==> src/assert_macros.svh <==
// Assertion helpers included by the controller core.
// Each macro expects clk_i and rst_ni to be visible where it is used.
`ifndef ASSERT_MACROS_SVH
`define ASSERT_MACROS_SVH

// Property that must hold at every clock edge outside reset.
`define LVDC_ASSERT(lbl, prop, msg) \
  lbl: assert property (@(posedge clk_i) disable iff (!rst_ni) (prop)) else $error(msg);

// Property whose consequent must hold in the cycle after the antecedent.
`define LVDC_ASSERT_NEXT(lbl, ante, cons, msg) \
  lbl: assert property (@(posedge clk_i) disable iff (!rst_ni) (ante) |=> (cons)) \
    else $error(msg);

`endif

==> src/lvdc_pkg.sv <==
`default_nettype none

package lvdc_pkg;

  // Field widths.
  localparam int unsigned VOLTAGE_BITS  = 16;
  localparam int unsigned DELAY_BITS    = 24;
  localparam int unsigned BLINK_BITS    = 16;
  localparam int unsigned ALARM_BITS    = 16;
  localparam int unsigned SETTLE_BITS   = 10;
  localparam int unsigned MODE_BITS     = 3;
  localparam int unsigned APB_DATA_BITS = 32;
  localparam int unsigned APB_ADDR_BITS = 5;
  localparam int unsigned REG_IDX_BITS  = 3;

  // Operating modes, also reported as mode_code.
  localparam logic [MODE_BITS-1:0] MODE_START  = 3'd0;
  localparam logic [MODE_BITS-1:0] MODE_ARMED  = 3'd1;
  localparam logic [MODE_BITS-1:0] MODE_CUT    = 3'd2;
  localparam logic [MODE_BITS-1:0] MODE_COUNT  = 3'd3;
  localparam logic [MODE_BITS-1:0] MODE_VERIFY = 3'd4;

  // Register indexes (byte address is four times the index).
  localparam logic [REG_IDX_BITS-1:0] REG_CUTOFF = 3'd0;
  localparam logic [REG_IDX_BITS-1:0] REG_REARM  = 3'd1;
  localparam logic [REG_IDX_BITS-1:0] REG_DELAY  = 3'd2;
  localparam logic [REG_IDX_BITS-1:0] REG_BLINK  = 3'd3;
  localparam logic [REG_IDX_BITS-1:0] REG_ALARM  = 3'd4;
  localparam logic [REG_IDX_BITS-1:0] REG_SETTLE = 3'd5;

  // Register reset values.
  localparam logic [VOLTAGE_BITS-1:0] CUTOFF_RESET = 16'd11000;
  localparam logic [VOLTAGE_BITS-1:0] REARM_RESET  = 16'd12800;
  localparam logic [DELAY_BITS-1:0]   DELAY_RESET  = 24'd60000;
  localparam logic [BLINK_BITS-1:0]   BLINK_RESET  = 16'd500;
  localparam logic [ALARM_BITS-1:0]   ALARM_RESET  = 16'd5000;
  localparam logic [SETTLE_BITS-1:0]  SETTLE_RESET = 10'd100;

  typedef struct packed {
    logic [VOLTAGE_BITS-1:0] cutoff_mv;
    logic [VOLTAGE_BITS-1:0] rearm_mv;
    logic [DELAY_BITS-1:0]   delay_ms;
    logic [BLINK_BITS-1:0]   blink_ms;
    logic [ALARM_BITS-1:0]   alarm_ms;
    logic [SETTLE_BITS-1:0]  settle_ms;
  } cfg_t;

  typedef struct packed {
    logic                    sample_valid;
    logic [VOLTAGE_BITS-1:0] voltage_mv;
    logic                    test_press;
    logic                    manual_rearm;
  } item_t;

  typedef struct packed {
    logic                    relay_on;
    logic                    green_led;
    logic                    red_led;
    logic                    buzzer_on;
    logic [MODE_BITS-1:0]    mode_code;
    logic [DELAY_BITS-1:0]   remaining_ms;
    logic [VOLTAGE_BITS-1:0] held_voltage;
  } result_t;

endpackage

`default_nettype wire

==> src/lvdc_in_if.sv <==
`default_nettype none

// Tick channel: one transaction per millisecond tick.
interface lvdc_in_if;
  logic                              valid;
  logic                              ready;
  logic                              sample_valid;
  logic [lvdc_pkg::VOLTAGE_BITS-1:0] voltage_mv;
  logic                              test_press;
  logic                              manual_rearm;

  modport source (
    output valid, sample_valid, voltage_mv, test_press, manual_rearm,
    input  ready
  );
  modport sink (
    input  valid, sample_valid, voltage_mv, test_press, manual_rearm,
    output ready
  );
endinterface

`default_nettype wire

==> src/lvdc_out_if.sv <==
`default_nettype none

// Status channel: one transaction per processed tick.
interface lvdc_out_if;
  logic                              valid;
  logic                              ready;
  logic                              relay_on;
  logic                              green_led;
  logic                              red_led;
  logic                              buzzer_on;
  logic [lvdc_pkg::MODE_BITS-1:0]    mode_code;
  logic [lvdc_pkg::DELAY_BITS-1:0]   remaining_ms;
  logic [lvdc_pkg::VOLTAGE_BITS-1:0] held_voltage;

  modport source (
    output valid, relay_on, green_led, red_led, buzzer_on, mode_code,
           remaining_ms, held_voltage,
    input  ready
  );
  modport sink (
    input  valid, relay_on, green_led, red_led, buzzer_on, mode_code,
           remaining_ms, held_voltage,
    output ready
  );
endinterface

`default_nettype wire

==> src/lvdc_cfg_regs.sv <==
`default_nettype none

// APB register file holding the thresholds and timer settings.
module lvdc_cfg_regs (
  input  wire logic                                clk_i,
  input  wire logic                                rst_ni,
  input  wire logic                                psel,
  input  wire logic                                penable,
  input  wire logic                                pwrite,
  input  wire logic [lvdc_pkg::APB_ADDR_BITS-1:0]  paddr,
  input  wire logic [lvdc_pkg::APB_DATA_BITS-1:0]  pwdata,
  output logic      [lvdc_pkg::APB_DATA_BITS-1:0]  prdata,
  output logic                                     pready,
  output lvdc_pkg::cfg_t                           cfg_o
);

  lvdc_pkg::cfg_t                        cfg_q;
  lvdc_pkg::cfg_t                        cfg_d;
  logic [lvdc_pkg::REG_IDX_BITS-1:0]     reg_idx;
  logic                                  wr_en;

  assign pready  = 1'b1;
  assign reg_idx = paddr[lvdc_pkg::APB_ADDR_BITS-1:2];
  assign wr_en   = psel && penable && pwrite;

  // Write decode.
  always_comb begin
    cfg_d = cfg_q;
    if (wr_en) begin
      unique case (reg_idx)
        lvdc_pkg::REG_CUTOFF: cfg_d.cutoff_mv = pwdata[lvdc_pkg::VOLTAGE_BITS-1:0];
        lvdc_pkg::REG_REARM:  cfg_d.rearm_mv  = pwdata[lvdc_pkg::VOLTAGE_BITS-1:0];
        lvdc_pkg::REG_DELAY:  cfg_d.delay_ms  = pwdata[lvdc_pkg::DELAY_BITS-1:0];
        lvdc_pkg::REG_BLINK:  cfg_d.blink_ms  = pwdata[lvdc_pkg::BLINK_BITS-1:0];
        lvdc_pkg::REG_ALARM:  cfg_d.alarm_ms  = pwdata[lvdc_pkg::ALARM_BITS-1:0];
        lvdc_pkg::REG_SETTLE: cfg_d.settle_ms = pwdata[lvdc_pkg::SETTLE_BITS-1:0];
        default: ;
      endcase
    end
  end

  // Read mux, zero extended to the bus width.
  always_comb begin
    unique case (reg_idx)
      lvdc_pkg::REG_CUTOFF: prdata = {{(lvdc_pkg::APB_DATA_BITS-lvdc_pkg::VOLTAGE_BITS){1'b0}},
                                      cfg_q.cutoff_mv};
      lvdc_pkg::REG_REARM:  prdata = {{(lvdc_pkg::APB_DATA_BITS-lvdc_pkg::VOLTAGE_BITS){1'b0}},
                                      cfg_q.rearm_mv};
      lvdc_pkg::REG_DELAY:  prdata = {{(lvdc_pkg::APB_DATA_BITS-lvdc_pkg::DELAY_BITS){1'b0}},
                                      cfg_q.delay_ms};
      lvdc_pkg::REG_BLINK:  prdata = {{(lvdc_pkg::APB_DATA_BITS-lvdc_pkg::BLINK_BITS){1'b0}},
                                      cfg_q.blink_ms};
      lvdc_pkg::REG_ALARM:  prdata = {{(lvdc_pkg::APB_DATA_BITS-lvdc_pkg::ALARM_BITS){1'b0}},
                                      cfg_q.alarm_ms};
      lvdc_pkg::REG_SETTLE: prdata = {{(lvdc_pkg::APB_DATA_BITS-lvdc_pkg::SETTLE_BITS){1'b0}},
                                      cfg_q.settle_ms};
      default:              prdata = '0;
    endcase
  end

  always_ff @(posedge clk_i or negedge rst_ni) begin
    if (!rst_ni) begin
      cfg_q.cutoff_mv <= lvdc_pkg::CUTOFF_RESET;
      cfg_q.rearm_mv  <= lvdc_pkg::REARM_RESET;
      cfg_q.delay_ms  <= lvdc_pkg::DELAY_RESET;
      cfg_q.blink_ms  <= lvdc_pkg::BLINK_RESET;
      cfg_q.alarm_ms  <= lvdc_pkg::ALARM_RESET;
      cfg_q.settle_ms <= lvdc_pkg::SETTLE_RESET;
    end else begin
      cfg_q <= cfg_d;
    end
  end

  assign cfg_o = cfg_q;

endmodule

`default_nettype wire

==> src/lvdc_tick.sv <==
`default_nettype none

// Controller state and the per-tick update. The state advances when step_i
// is high; result_o is the status after the tick being applied.
module lvdc_tick (
  input  wire logic              clk_i,
  input  wire logic              rst_ni,
  input  wire logic              step_i,
  input  wire lvdc_pkg::item_t   item_i,
  input  wire lvdc_pkg::cfg_t    cfg_i,
  output lvdc_pkg::result_t      result_o
);

  localparam logic [lvdc_pkg::DELAY_BITS-1:0] DelayMax = '1;

  logic [lvdc_pkg::MODE_BITS-1:0]    mode_q, mode_d;
  logic [lvdc_pkg::VOLTAGE_BITS-1:0] volt_q, volt_d;
  logic [lvdc_pkg::DELAY_BITS-1:0]   count_q, count_d;
  logic [lvdc_pkg::BLINK_BITS-1:0]   blink_q, blink_d;
  logic                              green_q, green_d;
  logic [lvdc_pkg::ALARM_BITS-1:0]   alarm_q, alarm_d;
  logic [lvdc_pkg::SETTLE_BITS-1:0]  settle_q, settle_d;
  logic [lvdc_pkg::DELAY_BITS-1:0]   remaining;
  logic                              buzzer;

  // Next state, applied in the same order as the tick is specified.
  always_comb begin
    mode_d    = mode_q;
    volt_d    = volt_q;
    count_d   = count_q;
    blink_d   = blink_q;
    green_d   = green_q;
    alarm_d   = alarm_q;
    settle_d  = settle_q;
    remaining = '0;

    // Sample capture; the first one picks armed or cutoff.
    if (item_i.sample_valid) begin
      volt_d = item_i.voltage_mv;
      if (mode_d == lvdc_pkg::MODE_START) begin
        if (volt_d < cfg_i.cutoff_mv) begin
          mode_d   = lvdc_pkg::MODE_CUT;
          count_d  = '0;
          settle_d = '0;
          green_d  = 1'b0;
          alarm_d  = cfg_i.alarm_ms;
        end else begin
          mode_d   = lvdc_pkg::MODE_ARMED;
          count_d  = '0;
          settle_d = '0;
          green_d  = 1'b1;
        end
      end
    end

    // Test button, then manual rearm.
    if (mode_d != lvdc_pkg::MODE_START) begin
      if (item_i.test_press) begin
        if (mode_d == lvdc_pkg::MODE_ARMED) begin
          mode_d   = lvdc_pkg::MODE_CUT;
          count_d  = '0;
          settle_d = '0;
          green_d  = 1'b0;
          alarm_d  = cfg_i.alarm_ms;
        end else if (mode_d == lvdc_pkg::MODE_CUT || mode_d == lvdc_pkg::MODE_COUNT) begin
          mode_d   = lvdc_pkg::MODE_ARMED;
          count_d  = '0;
          settle_d = '0;
          green_d  = 1'b1;
        end
      end
      if (item_i.manual_rearm) begin
        mode_d   = lvdc_pkg::MODE_ARMED;
        count_d  = '0;
        settle_d = '0;
        green_d  = 1'b1;
      end
    end

    // Mode update from the held voltage.
    unique case (mode_d)
      lvdc_pkg::MODE_ARMED: begin
        if (volt_d < cfg_i.cutoff_mv) begin
          mode_d   = lvdc_pkg::MODE_CUT;
          count_d  = '0;
          settle_d = '0;
          green_d  = 1'b0;
          alarm_d  = cfg_i.alarm_ms;
        end
      end
      lvdc_pkg::MODE_CUT: begin
        if (volt_d >= cfg_i.rearm_mv) begin
          mode_d  = lvdc_pkg::MODE_COUNT;
          count_d = '0;
          blink_d = '0;
          green_d = 1'b0;
        end
      end
      lvdc_pkg::MODE_COUNT: begin
        if (volt_d < cfg_i.rearm_mv) begin
          mode_d  = lvdc_pkg::MODE_CUT;
          count_d = '0;
        end else begin
          if (count_d != DelayMax) begin
            count_d = count_d + 1'b1;
          end
          if (count_d >= cfg_i.delay_ms) begin
            count_d  = '0;
            mode_d   = lvdc_pkg::MODE_VERIFY;
            settle_d = cfg_i.settle_ms;
          end
        end
      end
      lvdc_pkg::MODE_VERIFY: begin
        if (settle_d != '0) begin
          settle_d = settle_d - 1'b1;
        end
        if (settle_d == '0) begin
          if (volt_d >= cfg_i.cutoff_mv) begin
            mode_d   = lvdc_pkg::MODE_ARMED;
            count_d  = '0;
            settle_d = '0;
            green_d  = 1'b1;
          end else begin
            mode_d  = lvdc_pkg::MODE_CUT;
            count_d = '0;
            green_d = 1'b0;
          end
        end
      end
      default: ;
    endcase

    // Green LED and countdown display.
    if (mode_d == lvdc_pkg::MODE_ARMED) begin
      green_d = 1'b1;
    end else if (mode_d == lvdc_pkg::MODE_COUNT) begin
      blink_d = blink_d + 1'b1;
      if (blink_d >= cfg_i.blink_ms) begin
        green_d = !green_d;
        blink_d = '0;
      end
      if (cfg_i.delay_ms > count_d) begin
        remaining = cfg_i.delay_ms - count_d;
      end
    end else if (mode_d != lvdc_pkg::MODE_VERIFY) begin
      green_d = 1'b0;
    end

    // Buzzer reflects the alarm before this tick's decrement.
    buzzer = (alarm_d != '0);
    if (alarm_d != '0) begin
      alarm_d = alarm_d - 1'b1;
    end
  end

  always_comb begin
    result_o.relay_on     = (mode_d == lvdc_pkg::MODE_ARMED) ||
                            (mode_d == lvdc_pkg::MODE_VERIFY);
    result_o.green_led    = green_d;
    result_o.red_led      = (mode_d != lvdc_pkg::MODE_ARMED);
    result_o.buzzer_on    = buzzer;
    result_o.mode_code    = mode_d;
    result_o.remaining_ms = remaining;
    result_o.held_voltage = volt_d;
  end

  always_ff @(posedge clk_i or negedge rst_ni) begin
    if (!rst_ni) begin
      mode_q   <= lvdc_pkg::MODE_START;
      volt_q   <= '0;
      count_q  <= '0;
      blink_q  <= '0;
      green_q  <= 1'b0;
      alarm_q  <= '0;
      settle_q <= '0;
    end else if (step_i) begin
      mode_q   <= mode_d;
      volt_q   <= volt_d;
      count_q  <= count_d;
      blink_q  <= blink_d;
      green_q  <= green_d;
      alarm_q  <= alarm_d;
      settle_q <= settle_d;
    end
  end

endmodule

`default_nettype wire

==> src/low_voltage_disconnect_controller_core.sv <==
// Battery low-voltage disconnect controller.
// tick_i carries one transaction per millisecond tick: an optional voltage
// sample with its sample_valid flag, a test button event and a manual rearm
// request. status_o returns one transaction per tick with the relay, LED and
// buzzer drives, the mode code, the countdown time left and the held voltage.
// Thresholds and timer lengths sit in an APB register file (byte address is
// four times the register index); write them only while the block is idle.
// A tick is captured in an input register and, once the status register is
// free, applied to the controller state and loaded into the status register.
// While the receiver keeps status_o.ready high, one tick per cycle is
// sustained: the input register is refilled in the same cycle that it drains.
// When the receiver holds status_o.ready low, the status register keeps its
// transaction and one further tick waits in the input register; tick_i.ready
// then drops until the status moves on.
// Reset empties both registers, restores the register defaults and puts the
// controller in the starting mode: relay open, red LED on, waiting for the
// first sample.
`include "assert_macros.svh"
`default_nettype none

module low_voltage_disconnect_controller_core (
  input  wire logic                                clk_i,
  input  wire logic                                rst_ni,
  lvdc_in_if.sink                                  tick_i,
  lvdc_out_if.source                               status_o,
  input  wire logic                                psel,
  input  wire logic                                penable,
  input  wire logic                                pwrite,
  input  wire logic [lvdc_pkg::APB_ADDR_BITS-1:0]  paddr,
  input  wire logic [lvdc_pkg::APB_DATA_BITS-1:0]  pwdata,
  output logic      [lvdc_pkg::APB_DATA_BITS-1:0]  prdata,
  output logic                                     pready
);

  lvdc_pkg::cfg_t    cfg;
  lvdc_pkg::item_t   item_q;
  lvdc_pkg::result_t result_d;
  lvdc_pkg::result_t result_q;
  logic              item_vld_q, item_vld_d;
  logic              res_vld_q, res_vld_d;
  logic              res_free;
  logic              step;
  logic              tick_take;

  lvdc_cfg_regs u_cfg (
    .clk_i   (clk_i),
    .rst_ni  (rst_ni),
    .psel    (psel),
    .penable (penable),
    .pwrite  (pwrite),
    .paddr   (paddr),
    .pwdata  (pwdata),
    .prdata  (prdata),
    .pready  (pready),
    .cfg_o   (cfg)
  );

  // Handshake control for the two register stages.
  assign res_free     = !res_vld_q || status_o.ready;
  assign step         = item_vld_q && res_free;
  assign tick_i.ready = !item_vld_q || res_free;
  assign tick_take    = tick_i.valid && tick_i.ready;

  always_comb begin
    item_vld_d = item_vld_q;
    if (tick_take) begin
      item_vld_d = 1'b1;
    end else if (step) begin
      item_vld_d = 1'b0;
    end
    res_vld_d = res_vld_q;
    if (step) begin
      res_vld_d = 1'b1;
    end else if (status_o.ready) begin
      res_vld_d = 1'b0;
    end
  end

  always_ff @(posedge clk_i or negedge rst_ni) begin
    if (!rst_ni) begin
      item_vld_q <= 1'b0;
      res_vld_q  <= 1'b0;
    end else begin
      item_vld_q <= item_vld_d;
      res_vld_q  <= res_vld_d;
    end
  end

  // Input register.
  always_ff @(posedge clk_i) begin
    if (tick_take) begin
      item_q.sample_valid <= tick_i.sample_valid;
      item_q.voltage_mv   <= tick_i.voltage_mv;
      item_q.test_press   <= tick_i.test_press;
      item_q.manual_rearm <= tick_i.manual_rearm;
    end
  end

  lvdc_tick u_tick (
    .clk_i    (clk_i),
    .rst_ni   (rst_ni),
    .step_i   (step),
    .item_i   (item_q),
    .cfg_i    (cfg),
    .result_o (result_d)
  );

  // Status register.
  always_ff @(posedge clk_i) begin
    if (step) begin
      result_q <= result_d;
    end
  end

  assign status_o.valid        = res_vld_q;
  assign status_o.relay_on     = result_q.relay_on;
  assign status_o.green_led    = result_q.green_led;
  assign status_o.red_led      = result_q.red_led;
  assign status_o.buzzer_on    = result_q.buzzer_on;
  assign status_o.mode_code    = result_q.mode_code;
  assign status_o.remaining_ms = result_q.remaining_ms;
  assign status_o.held_voltage = result_q.held_voltage;

  // A tick applied to the state always lands in the status register.
  `LVDC_ASSERT_NEXT(a_step_loads_status, step, res_vld_q, "applied tick left no status")
  // A full input register facing a stalled status must block new ticks.
  `LVDC_ASSERT(a_stall_blocks_input, !(item_vld_q && res_vld_q && !status_o.ready) || !tick_i.ready, "tick accepted while both stages are full")
  // The countdown display is only nonzero while counting down.
  `LVDC_ASSERT(a_remaining_in_count, !res_vld_q || result_q.remaining_ms == '0 || result_q.mode_code == lvdc_pkg::MODE_COUNT, "remaining time shown outside countdown")

endmodule

`default_nettype wire
==> src/flat_wrapper.sv <==
// flat-port wrapper written by rule: the top's interface ports become plain ports
module low_voltage_disconnect_controller_core_flat 
  (clk_i, rst_ni, psel, penable, pwrite, paddr, pwdata, prdata, pready, tick_i_valid, tick_i_sample_valid, tick_i_voltage_mv, tick_i_test_press, tick_i_manual_rearm, tick_i_ready, status_o_valid, status_o_relay_on, status_o_green_led, status_o_red_led, status_o_buzzer_on, status_o_mode_code, status_o_remaining_ms, status_o_held_voltage, status_o_ready);
  lvdc_in_if tick_i_i ();
  lvdc_out_if status_o_i ();
  input  wire logic clk_i;
  input  wire logic rst_ni;
  input  wire logic psel;
  input  wire logic penable;
  input  wire logic pwrite;
  input  wire logic [lvdc_pkg::APB_ADDR_BITS-1:0] paddr;
  input  wire logic [lvdc_pkg::APB_DATA_BITS-1:0] pwdata;
  output logic      [lvdc_pkg::APB_DATA_BITS-1:0] prdata;
  output logic pready;
  input wire logic [$bits(tick_i_i.valid)-1:0] tick_i_valid;
  input wire logic [$bits(tick_i_i.sample_valid)-1:0] tick_i_sample_valid;
  input wire logic [$bits(tick_i_i.voltage_mv)-1:0] tick_i_voltage_mv;
  input wire logic [$bits(tick_i_i.test_press)-1:0] tick_i_test_press;
  input wire logic [$bits(tick_i_i.manual_rearm)-1:0] tick_i_manual_rearm;
  output wire logic [$bits(tick_i_i.ready)-1:0] tick_i_ready;
  output wire logic [$bits(status_o_i.valid)-1:0] status_o_valid;
  output wire logic [$bits(status_o_i.relay_on)-1:0] status_o_relay_on;
  output wire logic [$bits(status_o_i.green_led)-1:0] status_o_green_led;
  output wire logic [$bits(status_o_i.red_led)-1:0] status_o_red_led;
  output wire logic [$bits(status_o_i.buzzer_on)-1:0] status_o_buzzer_on;
  output wire logic [$bits(status_o_i.mode_code)-1:0] status_o_mode_code;
  output wire logic [$bits(status_o_i.remaining_ms)-1:0] status_o_remaining_ms;
  output wire logic [$bits(status_o_i.held_voltage)-1:0] status_o_held_voltage;
  input wire logic [$bits(status_o_i.ready)-1:0] status_o_ready;
  assign tick_i_i.valid = tick_i_valid;
  assign tick_i_i.sample_valid = tick_i_sample_valid;
  assign tick_i_i.voltage_mv = tick_i_voltage_mv;
  assign tick_i_i.test_press = tick_i_test_press;
  assign tick_i_i.manual_rearm = tick_i_manual_rearm;
  assign tick_i_ready = tick_i_i.ready;
  assign status_o_valid = status_o_i.valid;
  assign status_o_relay_on = status_o_i.relay_on;
  assign status_o_green_led = status_o_i.green_led;
  assign status_o_red_led = status_o_i.red_led;
  assign status_o_buzzer_on = status_o_i.buzzer_on;
  assign status_o_mode_code = status_o_i.mode_code;
  assign status_o_remaining_ms = status_o_i.remaining_ms;
  assign status_o_held_voltage = status_o_i.held_voltage;
  assign status_o_i.ready = status_o_ready;
  low_voltage_disconnect_controller_core u_core (.clk_i(clk_i), .rst_ni(rst_ni), .tick_i(tick_i_i), .status_o(status_o_i), .psel(psel), .penable(penable), .pwrite(pwrite), .paddr(paddr), .pwdata(pwdata), .prdata(prdata), .pready(pready));
endmodule
==> config.mk <==
export PLATFORM = sky130hd
export DESIGN_NAME = low_voltage_disconnect_controller_core_flat
export DESIGN_NICKNAME = d
export VERILOG_FILES = /design/src/lvdc_pkg.sv /design/src/lvdc_in_if.sv /design/src/lvdc_out_if.sv /design/src/lvdc_cfg_regs.sv /design/src/lvdc_tick.sv /design/src/low_voltage_disconnect_controller_core.sv /design/src/flat_wrapper.sv
export VERILOG_INCLUDE_DIRS = /design/src /design/src/src
export SDC_FILE = /design/constraint.sdc
export NUM_CORES = 1
export LEC_CHECK = 0
export ABC_AREA = 1
export BUFFER_PORTS_ARGS = -buffer_cell sky130_fd_sc_hd__buf_2
export CORE_MARGIN = 8
export CORE_UTILIZATION = 43
export CTS_CLUSTER_DIAMETER = 150
export CTS_CLUSTER_SIZE = 30
export DETAILED_ROUTE_END_ITERATION = 12
export PLACE_DENSITY = 0.68
export SYNTH_ARGS = -nofsm -noshare
export SYNTH_HDL_FRONTEND = slang
export SYNTH_SLANG_ARGS = --single-unit
==> constraint.sdc <==
create_clock -name clk_i -period 8.7 [get_ports clk_i]
set_input_delay 0.435 -clock clk_i [delete_from_list [all_inputs] [get_ports clk_i]]
set_output_delay 0.435 -clock clk_i [all_outputs]
set_load 0.005 [all_outputs]
==> results.yml <==
worst_setup_path:
  crit_path_start: "u_core.u_cfg.cfg_o[95]"
  cpMostUsedCell: "inv_1"
  timing.rr.start: "u_core.u_cfg.cfg_o[95]"
  cp.arrival_ns: 8.48
  critPathLaunchType: "flop"
  cp.required_ns: 8.97
  worstReg2RegEnd: "u_core.status_o.remaining_ms[15]"
  cp_slowest_stage_delay_ns: 0.54
  cp_max_fo: 9
  crit_path_end_kind: "flop"
  slowest_stage: "dfstp_2"
  worst-setup-path-type: "flop to flop"
  reg2reg_setup_slack_ns: 0.49
  r2r_cells: 51
  endpoint: "u_core.status_o.remaining_ms[15]"
floorplanning:
  die_w_microns: 211
  die_h_microns: 211
  core_area_sq_um: 37600
  row_count: 71
  dieArea_sq_um: 44500
  initial_core_util_pct: 43.5
  io_pins: 145
yosys:
  yosysSeqAreaShare_pct: 40.8
  syn_area_sq_um: 16400
  syn_inst: 2113
  synthFlopType: "dfrtp_1"
  yosysUniqueCellTypes: 58
  yosys_warnings: 0
  synth-edff-count: 66
  synthArstFlopShare_pct: 73.8
  ys_ff_latch: 252
  synth_area_per_cell_sq_um: 7.74
clocking:
  clock_path_buffers: 3
  clk_latency_ns: 0.52
  numCtsBuffers: 12
  cts_tree: "yes"
  path_clk_slew_ns: 0.12
  cts_sinks: 252
  clock-root-buffer: "clkbuf_16"
  cts.htree.levels: 1
sta:
  worst_slew_pin_slew_ns: 1.09
  fmax_mhz: 122
  finalHoldViolCount: 0
  setup-violations-final: 0
  post-route-min-period_ns: 8.21
  slew_headroom_pct: 27.2
  slew_viol_final: 0
  setup_tns_ns: 0
  finalCritPeriodShare_pct: 94.4
  fin_skew_ns: 0.0404
  rsz0062_at_grt: "no"
layout:
  fillers: 3714
  syn_to_final_growth_pct: 11.7
  register_area_sq_um: 6680
  multiInputGateArea_sq_um: 8300
  drive_above_1_share_pct: 13.4
  nets: 2421
  fin_cells: 2761
drt:
  routed_wl_microns: 49900
  via_per_inst: 5.35
  drt_iter0_drc: 1282
  via_count: 14800
  drcViolationCount: 0
  ant_nets: 0
  routedWlPerCell_microns: 18.1
  first_pass_iters: 5
pwr:
  power_leakage_nw: 8.76
  peakVddDrop_mv: 0.141
  powerDensity_nw_per_um2: 257
global_routing:
  grt_pass1_vias: 14300
  grtUsageTotal_pct: 21.8
  antenna_found_initial: 2
  gr-total-overflow: 0
  grt_pass1_wl_microns: 77800
  grt_max_degree: 84
worst_hold_path:
  hold_path.class: "primary input to flop"
placement:
  port_buffers: 125
  placed_cells: 2732
  gp_congestion: 0.966
  hpwl_microns: 38300
run:
  maxCapViolations: 0
status:
  status: "finished, final reports clean"
## metrics by stage
stage	utilization, %	hold slack [ns]	worst slack [ns]	cell area, sq um	power (mW)
detailed placement	47.1	0.439	0.0601	17700	3.96
CTS	48.1	0.0731	0.0483	18100	4.66
global route	48.6	0.0843	0.0369	18300	5.08
finish	48.6	0.0880	0.490	18300	4.70
floorplan	-	0.139	0.594	16400	3.28
global placement	47.1	0.439	0.231	17700	3.90
## worst min-delay path by stage
stage                             endpoint            startpoint  cells after the start
floorplan                u_core.item_vld_q                rst_ni                      0
global placement    u_core.u_cfg.cfg_o[58]                rst_ni                      1
detailed placement  u_core.u_cfg.cfg_o[58]                rst_ni                      1
CTS                       u_core.item_q[0]   tick_i_manual_rearm                      1
global route              u_core.item_q[2]  tick_i_voltage_mv[0]                      1
finish                    u_core.item_q[0]   tick_i_manual_rearm                      1
## cell usage after synthesis (3+ instances only)
cell,n,share of area [%]
a211oi_1,4,0.18
a21oi_1,79,2.4
a221oi_1,9,0.48
a22oi_1,12,0.55
a31oi_1,6,0.23
and2_1,3,0.11
buf_1,5,0.11
buf_2,10,0.31
buf_4,10,0.46
buf_6,4,0.28
clkbuf_1,49,1.1
clkinv_1,4,0.092
dfrtp_1,154,24
dfstp_2,32,5.1
edfxtp_1,66,12
ha_1,115,8.8
inv_1,307,7.0
inv_2,5,0.11
nand2_1,529,12
nand2_2,5,0.19
nand3_1,93,2.8
nand4_1,27,1.0
nor2_1,143,3.3
nor2_2,14,0.54
nor2_4,3,0.21
nor3_1,37,1.1
nor3_2,3,0.18
nor3b_1,3,0.14
nor4_1,8,0.31
o2111ai_1,4,0.21
o211ai_1,6,0.28
o211ai_2,3,0.23
o21a_1,6,0.28
o21ai_0,212,6.5
o21ai_1,3,0.092
o21bai_1,5,0.23
o221ai_1,21,1.1
o22ai_1,21,0.80
o32ai_1,4,0.21
or2_2,3,0.11
xnor2_1,23,1.2
xor2_1,40,2.1
## power breakdown
part	switching (mW)	internal [mW]	leakage, nW
combinational	1.56	0.779	5.64
clock	0.399	0.286	0.177
sequential	0.150	1.52	2.95
total	2.11	2.59	8.76
## layout by cell type, fill, tap and decap left out, types with 11 or more instances in the layout
cell type	instances
a21oi_1	76
a22oi_1	12
buf_2	124
buf_4	55
clkbuf_16	13
dfrtp_1	154
dfstp_2	32
edfxtp_1	66
ha_1	115
inv_1	306
nand2_1	527
nand3_1	93
nand4_1	27
nor2_1	140
nor2_2	16
nor3_1	29
nor3_2	11
o21ai_0	207
o221ai_1	20
o22ai_1	21
xnor2_1	23
xor2_1	40
## logic make-up (layout without fill, tap and decap cells)
logic type      count (synthesis)  in the layout  share of synthesized area, %
fa+ha+maj                     116            116                          8.92
other cells                     2             11                        0.0459
simple gates                  881            884                          22.9
buf+inv                       394            519                          9.53
compound gates                405            405                          14.4
flops                         252            252                          40.8
xor+xnor                       63             63                          3.37
## per-layer routing
| layer | up-vias | part of all wire [%] | GRT usage, % |
|---|---|---|---|
| li1 | 7222 | - | - |
| met3 | 72 | 5.2 | 2.18 |
| met4 | 0 | 3.4 | 6.76 |
| met2 | 421 | 48 | 38.0 |
| met5 | - | 0 | 0 |
| met1 | 7055 | 43 | 28.2 |
## sequential cells by signal, summed over array words and instances (netlist names), 3 cells and up
register and flops:
u_core.item_q 19, u_core.status_o.held_voltage 16, u_core.status_o.mode_code 3, u_core.status_o.remaining_ms 24, u_core.u_cfg.cfg_o 98, u_core.u_tick.alarm_q 16
u_core.u_tick.blink_q 16, u_core.u_tick.count_q 24, u_core.u_tick.mode_q 3, u_core.u_tick.settle_q 10, u_core.u_tick.volt_q 16
## repair_timing
item | in CTS | in global routing
resized for setup | 0 | 32
setup buffers | 0 | 3
hold buffers | 1 | 0
setup endpoints to repair | 0 | 24
endpoints found under the hold margin | 49 | 0
## area by class of cell
class	count	area share (%)
Antenna cell	2	0.0274
Clock buffer	18	1.88
Clock inverter	2	0.110
Inverter	316	6.50
Multi-Input combinational cell	1477	45.4
Sequential cell	252	36.5
Tap cell	511	3.50
Timing Repair Buffer	183	6.00
## critical path, delay by kind of cell, from the launching register on
kind,cells,cell delay (ns)
AOI/OAI and AO/OA,9,1.83
and+or+nand+nor,25,2.84
DFF,1,0.54
adders and majority gates,4,1.24
xor gates and xnor gates,1,0.24
buffers and inverters,12,1.31
Note: power is estimated with default switching activity, not from simulation.
